[src/rtl/core/pfsa_pkg.sv]
// ----------------------------------------------------------------------------
// pfsa_pkg
// Shared types and codes for the pid filter slot allocator: command and
// status codes, owner codes and the records passed along the cell chain.
// ----------------------------------------------------------------------------
package pfsa_pkg;

   localparam int PID_W     = 13;
   localparam int SLOT_W    = 8;
   localparam int CNT_W     = 9;
   localparam int OP_W      = 3;
   localparam int ST_W      = 3;
   localparam int OWN_W     = 2;
   localparam int CFG_W     = 6;
   localparam int IDX_OUT_W = 5;

   localparam logic [PID_W-1:0] FREE_PID  = 13'h1fff;
   localparam logic [CFG_W-1:0] CFG_RESET = 6'd32;

   // commands
   localparam logic [OP_W-1:0] OP_ALLOC   = 3'd0;
   localparam logic [OP_W-1:0] OP_FREE_CK = 3'd1;
   localparam logic [OP_W-1:0] OP_FREE_UN = 3'd2;
   localparam logic [OP_W-1:0] OP_CLEAR   = 3'd3;
   localparam logic [OP_W-1:0] OP_BYPASS  = 3'd4;

   // status
   localparam logic [ST_W-1:0] ST_OK     = 3'd0;
   localparam logic [ST_W-1:0] ST_DUP    = 3'd1;
   localparam logic [ST_W-1:0] ST_FULL   = 3'd2;
   localparam logic [ST_W-1:0] ST_BADIDX = 3'd3;
   localparam logic [ST_W-1:0] ST_OWNER  = 3'd4;

   // owners
   localparam logic [OWN_W-1:0] OWN_NONE   = 2'd0;
   localparam logic [OWN_W-1:0] OWN_LEGACY = 2'd1;
   localparam logic [OWN_W-1:0] OWN_DVB    = 2'd2;

   // table update codes
   localparam logic [1:0] CM_NONE    = 2'd0;
   localparam logic [1:0] CM_ALLOC   = 2'd1;
   localparam logic [1:0] CM_RELEASE = 2'd2;
   localparam logic [1:0] CM_CLEAR   = 2'd3;

   typedef struct packed {
      logic              valid;
      logic [OP_W-1:0]   op;
      logic [PID_W-1:0]  pid;
      logic              dvb;
      logic [SLOT_W-1:0] slot;
      logic              bypass_on;
      logic              dup;
      logic              free_found;
      logic [SLOT_W-1:0] free_idx;
      logic [OWN_W-1:0]  slot_owner;
   } flow_type;

   typedef struct packed {
      logic [1:0]        code;
      logic [SLOT_W-1:0] idx;
      logic [PID_W-1:0]  pid;
      logic [OWN_W-1:0]  owner;
   } commit_type;

   typedef struct packed {
      logic [ST_W-1:0]      status;
      logic [IDX_OUT_W-1:0] idx;
      logic                 bypass;
   } result_type;

endpackage

[src/rtl/core/pfsa_cell.sv]
// ----------------------------------------------------------------------------
// pfsa_cell
// One filter slot: holds enable, pid and owner, checks the passing
// transaction against its entry and hands the record to the next cell.
// ----------------------------------------------------------------------------
module pfsa_cell #(
   parameter int CELL_INDEX = 0
) (
   input  logic                           clock,
   input  logic                           reset,
   input  logic [pfsa_pkg::CNT_W-1:0]     n_active,
   input  pfsa_pkg::flow_type             flow_in,
   input  pfsa_pkg::commit_type           commit,
   output pfsa_pkg::flow_type             flow_out
);

   localparam logic [pfsa_pkg::CNT_W-1:0]  IDX_CNT  = pfsa_pkg::CNT_W'(CELL_INDEX);
   localparam logic [pfsa_pkg::SLOT_W-1:0] IDX_SLOT = pfsa_pkg::SLOT_W'(CELL_INDEX);

   logic                          enabled_ff;
   logic [pfsa_pkg::PID_W-1:0]    pid_ff;
   logic [pfsa_pkg::OWN_W-1:0]    owner_ff;
   pfsa_pkg::flow_type            flow_ff;
   pfsa_pkg::flow_type            flow_in_nx;
   logic                          active;
   logic                          hit_idx;

   assign active  = IDX_CNT < n_active;
   assign hit_idx = commit.idx == IDX_SLOT;

   always_comb begin
      flow_in_nx = flow_in;
      if (active && pid_ff == flow_in.pid) begin
         flow_in_nx.dup = 1'b1;
      end
      if (active && !enabled_ff && !flow_in.free_found) begin
         flow_in_nx.free_found = 1'b1;
         flow_in_nx.free_idx   = IDX_SLOT;
      end
      if (flow_in.slot == IDX_SLOT) begin
         flow_in_nx.slot_owner = owner_ff;
      end
   end

   always_ff @(posedge clock) begin
      if (reset) begin
         flow_ff.valid <= 1'b0;
      end else begin
         flow_ff <= flow_in_nx;
      end
   end

   always_ff @(posedge clock) begin
      if (reset) begin
         enabled_ff <= 1'b0;
         pid_ff     <= pfsa_pkg::FREE_PID;
         owner_ff   <= pfsa_pkg::OWN_NONE;
      end else begin
         case (commit.code)
            pfsa_pkg::CM_ALLOC: begin
               if (hit_idx) begin
                  enabled_ff <= 1'b1;
                  pid_ff     <= commit.pid;
                  owner_ff   <= commit.owner;
               end
            end
            pfsa_pkg::CM_RELEASE: begin
               if (hit_idx) begin
                  enabled_ff <= 1'b0;
                  pid_ff     <= pfsa_pkg::FREE_PID;
                  owner_ff   <= pfsa_pkg::OWN_NONE;
               end
            end
            pfsa_pkg::CM_CLEAR: begin
               if (active && enabled_ff) begin
                  enabled_ff <= 1'b0;
                  pid_ff     <= pfsa_pkg::FREE_PID;
                  owner_ff   <= pfsa_pkg::OWN_NONE;
               end
            end
            default: begin
            end
         endcase
      end
   end

   assign flow_out = flow_ff;

endmodule

[src/rtl/core/pid_filter_slot_allocator.sv]
// ----------------------------------------------------------------------------
// pid_filter_slot_allocator
// Table of transport stream pid filter slots with duplicate-checked
// allocate, checked and unchecked free, clear-all and a bypass flag.
// ----------------------------------------------------------------------------
// Each slot is a cell in a chain, and a transaction walks the chain one cell
// per cycle collecting the duplicate flag, the lowest free slot and the owner
// of the addressed slot; at the end of the chain the table update is
// broadcast to all cells. One transaction is handled at a time: the result
// passes from the last cell to the pending register and then to the output
// register, and the next request is taken when it leaves the pending
// register. A finished response waits in the output register while the
// next transaction is accepted. csr_wr_data sets the number of active slots
// (reset 32, capped at MAX_SLOTS).
// ----------------------------------------------------------------------------
module pid_filter_slot_allocator #(
   parameter int MAX_SLOTS = 32
) (
   input  logic                              clock,
   input  logic                              reset,
   input  logic                              csr_wr_en,
   input  logic [pfsa_pkg::CFG_W-1:0]        csr_wr_data,
   input  logic                              req_valid,
   output logic                              req_ready,
   input  logic [pfsa_pkg::OP_W-1:0]         req_opcode,
   input  logic [pfsa_pkg::PID_W-1:0]        req_pid,
   input  logic                              req_owner_dvb,
   input  logic [pfsa_pkg::SLOT_W-1:0]       req_slot,
   input  logic                              req_bypass_on,
   output logic                              rsp_valid,
   input  logic                              rsp_ready,
   output logic [pfsa_pkg::ST_W-1:0]         rsp_status,
   output logic [pfsa_pkg::IDX_OUT_W-1:0]    rsp_slot_index,
   output logic                              rsp_bypass_state
);

   localparam logic [pfsa_pkg::CNT_W-1:0] CAP = pfsa_pkg::CNT_W'(MAX_SLOTS);

   logic [pfsa_pkg::CFG_W-1:0]  fiu_ff;
   logic                        bypass_ff;
   logic                        busy_ff;
   logic                        pend_valid_ff;
   pfsa_pkg::result_type        pend_ff;
   logic                        rsp_valid_ff;
   pfsa_pkg::result_type        rsp_ff;

   logic [pfsa_pkg::CNT_W-1:0]  fiu_ext;
   logic [pfsa_pkg::CNT_W-1:0]  n_active;
   pfsa_pkg::flow_type          chain [MAX_SLOTS+1];
   logic [MAX_SLOTS-1:0]        chain_vld;
   pfsa_pkg::flow_type          tail;
   pfsa_pkg::commit_type        commit;
   pfsa_pkg::result_type        res;
   logic                        bypass_in;
   logic                        slot_ok;
   logic                        accept;
   logic                        pend_move;

   assign fiu_ext  = pfsa_pkg::CNT_W'(fiu_ff);
   assign n_active = (fiu_ext > CAP) ? CAP : fiu_ext;

   assign accept    = req_valid && req_ready;
   assign req_ready = !busy_ff;
   assign pend_move = pend_valid_ff && (!rsp_valid_ff || rsp_ready);

   // transaction enters the chain
   always_comb begin
      chain[0]            = '0;
      chain[0].valid      = accept;
      chain[0].op         = req_opcode;
      chain[0].pid        = req_pid;
      chain[0].dvb        = req_owner_dvb;
      chain[0].slot       = req_slot;
      chain[0].bypass_on  = req_bypass_on;
      chain[0].slot_owner = pfsa_pkg::OWN_NONE;
   end

   for (genvar g = 0; g < MAX_SLOTS; g++) begin : g_cell
      pfsa_cell #(
         .CELL_INDEX (g)
      ) u_cell (
         .clock    (clock),
         .reset    (reset),
         .n_active (n_active),
         .flow_in  (chain[g]),
         .commit   (commit),
         .flow_out (chain[g+1])
      );
      assign chain_vld[g] = chain[g+1].valid;
   end

   assign tail    = chain[MAX_SLOTS];
   assign slot_ok = {1'b0, tail.slot} < n_active;

   // result and table update at the end of the chain
   always_comb begin
      res        = '0;
      res.status = pfsa_pkg::ST_OK;
      commit       = '0;
      commit.code  = pfsa_pkg::CM_NONE;
      commit.pid   = tail.pid;
      commit.owner = tail.dvb ? pfsa_pkg::OWN_DVB : pfsa_pkg::OWN_LEGACY;
      bypass_in    = bypass_ff;
      if (tail.valid) begin
         unique case (tail.op)
            pfsa_pkg::OP_ALLOC: begin
               if (tail.dup) begin
                  res.status = pfsa_pkg::ST_DUP;
               end else if (!tail.free_found) begin
                  res.status = pfsa_pkg::ST_FULL;
               end else begin
                  res.idx     = tail.free_idx[pfsa_pkg::IDX_OUT_W-1:0];
                  commit.code = pfsa_pkg::CM_ALLOC;
                  commit.idx  = tail.free_idx;
               end
            end
            pfsa_pkg::OP_FREE_CK: begin
               if (!slot_ok) begin
                  res.status = pfsa_pkg::ST_BADIDX;
               end else if (tail.slot_owner != pfsa_pkg::OWN_LEGACY) begin
                  res.status = pfsa_pkg::ST_OWNER;
               end else begin
                  res.idx     = tail.slot[pfsa_pkg::IDX_OUT_W-1:0];
                  commit.code = pfsa_pkg::CM_RELEASE;
                  commit.idx  = tail.slot;
               end
            end
            pfsa_pkg::OP_FREE_UN: begin
               if (!slot_ok) begin
                  res.status = pfsa_pkg::ST_BADIDX;
               end else begin
                  res.idx     = tail.slot[pfsa_pkg::IDX_OUT_W-1:0];
                  commit.code = pfsa_pkg::CM_RELEASE;
                  commit.idx  = tail.slot;
               end
            end
            pfsa_pkg::OP_CLEAR: begin
               commit.code = pfsa_pkg::CM_CLEAR;
            end
            pfsa_pkg::OP_BYPASS: begin
               bypass_in = tail.bypass_on;
            end
            default: begin
            end
         endcase
      end
      res.bypass = bypass_in;
   end

   always_ff @(posedge clock) begin
      if (reset) begin
         fiu_ff        <= pfsa_pkg::CFG_RESET;
         bypass_ff     <= 1'b0;
         busy_ff       <= 1'b0;
         pend_valid_ff <= 1'b0;
         rsp_valid_ff  <= 1'b0;
      end else begin
         if (csr_wr_en) begin
            fiu_ff <= csr_wr_data;
         end
         bypass_ff <= bypass_in;
         if (accept) begin
            busy_ff <= 1'b1;
         end else if (pend_move) begin
            busy_ff <= 1'b0;
         end
         if (tail.valid) begin
            pend_valid_ff <= 1'b1;
         end else if (pend_move) begin
            pend_valid_ff <= 1'b0;
         end
         if (pend_move) begin
            rsp_valid_ff <= 1'b1;
         end else if (rsp_ready) begin
            rsp_valid_ff <= 1'b0;
         end
      end
   end

   always_ff @(posedge clock) begin
      if (tail.valid) begin
         pend_ff <= res;
      end
      if (pend_move) begin
         rsp_ff <= pend_ff;
      end
   end

   assign rsp_valid        = rsp_valid_ff;
   assign rsp_status       = rsp_ff.status;
   assign rsp_slot_index   = rsp_ff.idx;
   assign rsp_bypass_state = rsp_ff.bypass;

   // only one transaction in the chain at a time
   a_one_in_chain: assert property (@(posedge clock) disable iff (reset)
      $onehot0(chain_vld))
      else $error("more than one transaction in the cell chain");

   // a transaction in the chain always belongs to a busy block
   a_chain_busy: assert property (@(posedge clock) disable iff (reset)
      (chain_vld != '0) |-> busy_ff)
      else $error("transaction in chain while not busy");

   // end of chain always lands in the pending register
   a_tail_pend: assert property (@(posedge clock) disable iff (reset)
      tail.valid |=> pend_valid_ff)
      else $error("finished transaction lost");

   // errors never report a slot
   a_err_idx: assert property (@(posedge clock) disable iff (reset)
      (rsp_valid && rsp_status != pfsa_pkg::ST_OK) |-> (rsp_slot_index == '0))
      else $error("error response with a slot index");

endmodule
[config.mk]
export PLATFORM = sky130hd
export DESIGN_NAME = pid_filter_slot_allocator
export DESIGN_NICKNAME = d
export VERILOG_FILES = /design/src/rtl/core/pfsa_pkg.sv /design/src/rtl/core/pfsa_cell.sv /design/src/rtl/core/pid_filter_slot_allocator.sv
export SDC_FILE = /design/constraint.sdc
export NUM_CORES = 2
export LEC_CHECK = 0
export ABC_AREA = 1
export BUFFER_PORTS_ARGS = -buffer_cell sky130_fd_sc_hd__buf_4
export CAP_MARGIN = 20
export CORE_MARGIN = 3
export CORE_UTILIZATION = 55
export CTS_BUF_LIST = sky130_fd_sc_hd__clkbuf_8
export DETAILED_ROUTE_END_ITERATION = 16
export PLACE_DENSITY = 0.71
export SETUP_SLACK_MARGIN = 0.4
export SLEW_MARGIN = 5
export SYNTH_ARGS = -nofsm -noshare
export SYNTH_HDL_FRONTEND = slang
export SYNTH_SLANG_ARGS = --single-unit
[constraint.sdc]
create_clock -name clock -period 35.9 [get_ports clock]
set_clock_uncertainty 0.05 [all_clocks]
set_input_delay 3.59 -clock clock [delete_from_list [all_inputs] [get_ports clock]]
set_output_delay 3.59 -clock clock [all_outputs]
set_load 0.1 [all_outputs]
==> summary.md <==
| Metric | Value |
|---|---|
| Result of the run | completed |
| Origin of the worst min-delay path | g_cell[27].u_cell.flow_out[38]$_SDFF_PP0_ |
| Number of clock sinks | 1661 |
| Count of unresolved DRC violations after routing | 0 |
| Placement row count | 123 |
| Xor and xnor area share after synthesis | 4.12% |
| Clock tree root buffer cell | clkbuf_8 |
| First-pass GRT wire length | approximately 210000 um |
| Worst slew pin tran | roughly 1200 ps |
| Startpoint-to-endpoint class of the critical path | input pin to flop |
| Final estimated routing congestion in global placement | 0.835 |
| Setup WS pre-CTS | 27170 ps |
| #FFs+latches synth | around 1700 |
| Cells resized by post-CTS repair | 0 |
| Max transition margin | 17.5% |
| Highest Clock Rate | between 100 and 150 MHz |
| Post-synth cell types | 53 |
| Number of buffers created by CTS | between 200 and 300 |
| Largest buffer count on any clock path | 4 |
| Worst Setup Start Kind | input pin |
| Number of synthesized flops with an enable pin | 1107 |
| Critical path fanouts, max | 129 |
| Horizontal die dimension | 344 um |
| Number of buffers inserted by port buffering | between 40 and 50 |
| Kind of capture point of the worst setup path | flop |
| # setup viols final | 0 |
| Leading cell type in the layout, fill and taps excluded | edfxtp_1 |
| DPL Wire Length | 84100 um |
| IO Count | 48 |
| Clock insertion delay at the later pin of the skew report | 930 ps |
| Hold buffer count at CTS | 0 |
| Highest cell delay on the worst timing path | 970 ps |
| Net count of the mapped netlist | approximately 5400 |
| Hold Slack | 347 ps |
| Post-CTS repair timing setup buffer count | 0 |
| Detailed-route via count | 39200 |
| Number of antenna-violating nets in the routed design | 0 |
| Power density over the cells | 54.5 nW/um2 |
| Critical Path, Cell by Cell | buf_4, inv_8, buf_4, buf_4, buf_4, buf_4, o21ai_0, a21oi_1 |
| Worst hold path depth | 2 |
| Final Hold Fails | 0 |
| Core area | roughly 110000 um2 |
| Floorplan die area | roughly 120000 um2 |
| Total negative setup slack | 0 ps |
| First drt pass iteration count | 6 |
| Main synth FF type | edfxtp_1 |
| Setup slack of the most critical reg-to-reg path | 30530 ps |
| Data arrival time of the worst path | 8550 ps |
| Pin count of the biggest net entering global routing | 218 |
| Total length of routed wires | 136000 um |
| Area Overhead vs Synth | 10.2% |
| Area fraction in and, or, nand and nor cells after synthesis | 18.1% |
| Number of max-slew violations in the final report | 0 |
| Via count of the first global-routing pass | 37800 |
| Initial core utilization | 55.7% |
| Post-DR vias/cell | approximately 5.5 |
| CTS tree | built |
| Most frequent cells in the layout | 1107 x edfxtp_1, 991 x nand2_1, 853 x nand3_1 |
| Main combinational cell family by area after synthesis | simple AND/OR/NAND/NOR gates |
| Share of the yosys chip area belonging to registers | roughly 70% |
| Clock Pin Slew Worst Setup and Hold Paths | 60 ps |
| Area of the mapped netlist | about 63000 um2 |
| Worst r2r path cells | 17 |
| Fill count | between 8000 and 9000 |
| Final worst-path cycle share | a little over a fifth |
| Time the final worst path needs with I/O delays and setup | 7740 ps |
| Library cell contributing the largest single delay on the critical path | buf_4 |
| Total global routing overflow | 0 |
| Worst hold path type | flop to flop |
| Number of nets at the end of the flow | ~5500 |
| Synthesized area per cell | 11.8 um2 |
| Synthesis warning total | 0 |
| Maximum vdd drop | 0.0399 mV |
| Synth Area in Compound Gates | 2.47% |
| Layout cell share with drive strength beyond 1 | 12.2% |
| Count of H-tree levels built during CTS | 5 |
| R2R Path Start | fiu_ff[5]$_SDFFE_PP1P_ |
| Async SR Flop Fraction | 0% |
| Overall track demand over capacity in global routing | 23.0% |
| Overall power consumption | 3780 uW |
| Share of cell area taken by muxes after synthesis | less than 1% |
| MaxCap Viol Count | 0 |
| RSZ-0062 raised after global routing | false |
| Worst setup slack after layout | 28160 ps |
| Area share of fa/ha/maj cells after synthesis | less than 1% |
| Leakage component of the power | 0.0282 uW |
| Initial DRC Count | 3754 |
| Die Span Y | 344 um |
| Initial antenna violation count | 3 |
| Cell with the most instances on the worst path | buf_4 |
| Critical R2R Capture | g_cell[21].u_cell.pid_ff[11]$_SDFFE_PP1P_ |
| Endpoint required time on the critical path | 36710 ps |
| Endpoint of the worst hold path | g_cell[28].u_cell.flow_out[38]$_SDFF_PP0_ |
| Mapped Cells | 5320 |
| Routed wire length per instance | about 19 um |
==> cells by family (layout without fill, tap and decap cells) <==
logic type	count (synthesis)	in the layout
multiplexers	26	26
AND/OR/NAND/NOR	2417	2417
AO/OA/AOI/OAI	252	252
buffers and inverters	663	1003
XOR/XNOR	296	296
flip-flops	1661	1661
other	0	2
adder cells (fa/ha/maj)	5	5
==> power breakdown <==
group / switching (uW) / leakage (uW) / internal [uW] / total [uW]
sequential: 37.9 / 0.0152 / 2130 / 2160
clock: 711 / 0.00294 / 787 / 1500
combinational: 88.3 / 0.00996 / 32.1 / 120
==> cell usage after synthesis, types with 2 or more instances <==
cell	instances	area, um2
nor4_1	80	500
nand4_1	56	350
nand3_2	10	100
ha_1	5	62.6
o21ai_0	77	385
edfxtp_1	1107	33200
nor3b_1	4	30.0
nand2_4	23	259
buf_6	8	90.1
nand3_4	4	70.1
a21oi_1	92	460
xnor2_1	147	1290
inv_1	421	1580
a41o_1	4	40.0
mux2_2	25	282
dfxtp_1	554	11100
xor2_1	149	1310
nor2_4	10	113
buf_4	20	150
o211ai_1	22	165
nor4b_1	9	78.8
nand3b_1	2	15.0
inv_2	17	63.8
nand2_2	36	225
buf_2	63	315
a31o_2	28	245
buf_1	4	15.0
a2111oi_0	12	105
o2111ai_1	10	87.6
nand3_1	853	4270
nor3_1	12	60.1
or2_2	110	688
nor2_2	9	56.3
nor2_1	202	758
nand2_1	991	3720
clkbuf_1	127	477
==> worst max-delay path, delay by kind of cell <==
family	cells	cell delay, ps
compound gates	2	420
buf+inv	6	4360
==> sequential cells by signal (all words and copies together) (netlist names), 3 cells and up <==
register / flops
fiu_ff: 6
g_cell.u_cell.enabled_ff: 32
g_cell.u_cell.flow_out: 1121
g_cell.u_cell.owner_ff: 64
g_cell.u_cell.pid_ff: 416
pend_ff: 9
rsp_slot_index: 5
rsp_status: 3
==> routing by layer <==
| metal | vias to the layer above | wire, um | share of wire, % | global-route usage, % |
|---|---|---|---|---|
| met3 | 372 | 9620 | 7.1 | 4.19 |
| li1 | 18600 | - | - | - |
| met4 | 2 | 5680 | 4.2 | 10.9 |
| met5 | - | 8 | 0.0059 | 0 |
| met2 | 1437 | 65500 | 48 | 37.5 |
| met1 | 18800 | 55200 | 41 | 29.9 |
==> through the flow <==
stage | instances | area [um2] | util, %
floorplan | 5320 | 62900 | -
global placement | 6685 | 64400 | 57.0
detailed placement | 6685 | 64400 | 57.0
CTS | 7160 | 69300 | 61.4
global route | 7162 | 69300 | 61.4
finish | 7162 | 69300 | 61.4
==> area by class of cell <==
| type | instances | area [um2] | share of cell area, % |
|---|---|---|---|
| antenna | 2 | 5.00 | 0.00722 |
| clock buffer | 304 | 4180 | 6.03 |
| clock inverter | 171 | 731 | 1.05 |
| inverter | 439 | 1660 | 2.39 |
| multi-input combinational | 2996 | 15900 | 22.9 |
| sequential | 1661 | 44300 | 63.9 |
| tap | 1500 | 1880 | 2.71 |
| timing repair buffer | 89 | 693 | 1.00 |
==> worst max-delay path by stage <==
stage                      from                                    endpoint  depth (start not counted)  slack [ps]
after floorplan           reset  g_cell[0].u_cell.flow_out[0]$_SDFFCE_PP0N_                          4         420
after global placement    reset                      fiu_ff[2]$_SDFFE_PP0P_                          8       27350
after detailed placement  reset                      fiu_ff[3]$_SDFFE_PP0P_                          8       27170
after CTS                 reset                      fiu_ff[3]$_SDFFE_PP0P_                          8       28180
after global routing      reset                      fiu_ff[2]$_SDFFE_PP0P_                          8       27730
final                     reset                      fiu_ff[3]$_SDFFE_PP0P_                          8       28160
No activity file was read; power rests on OpenSTA's default activity.
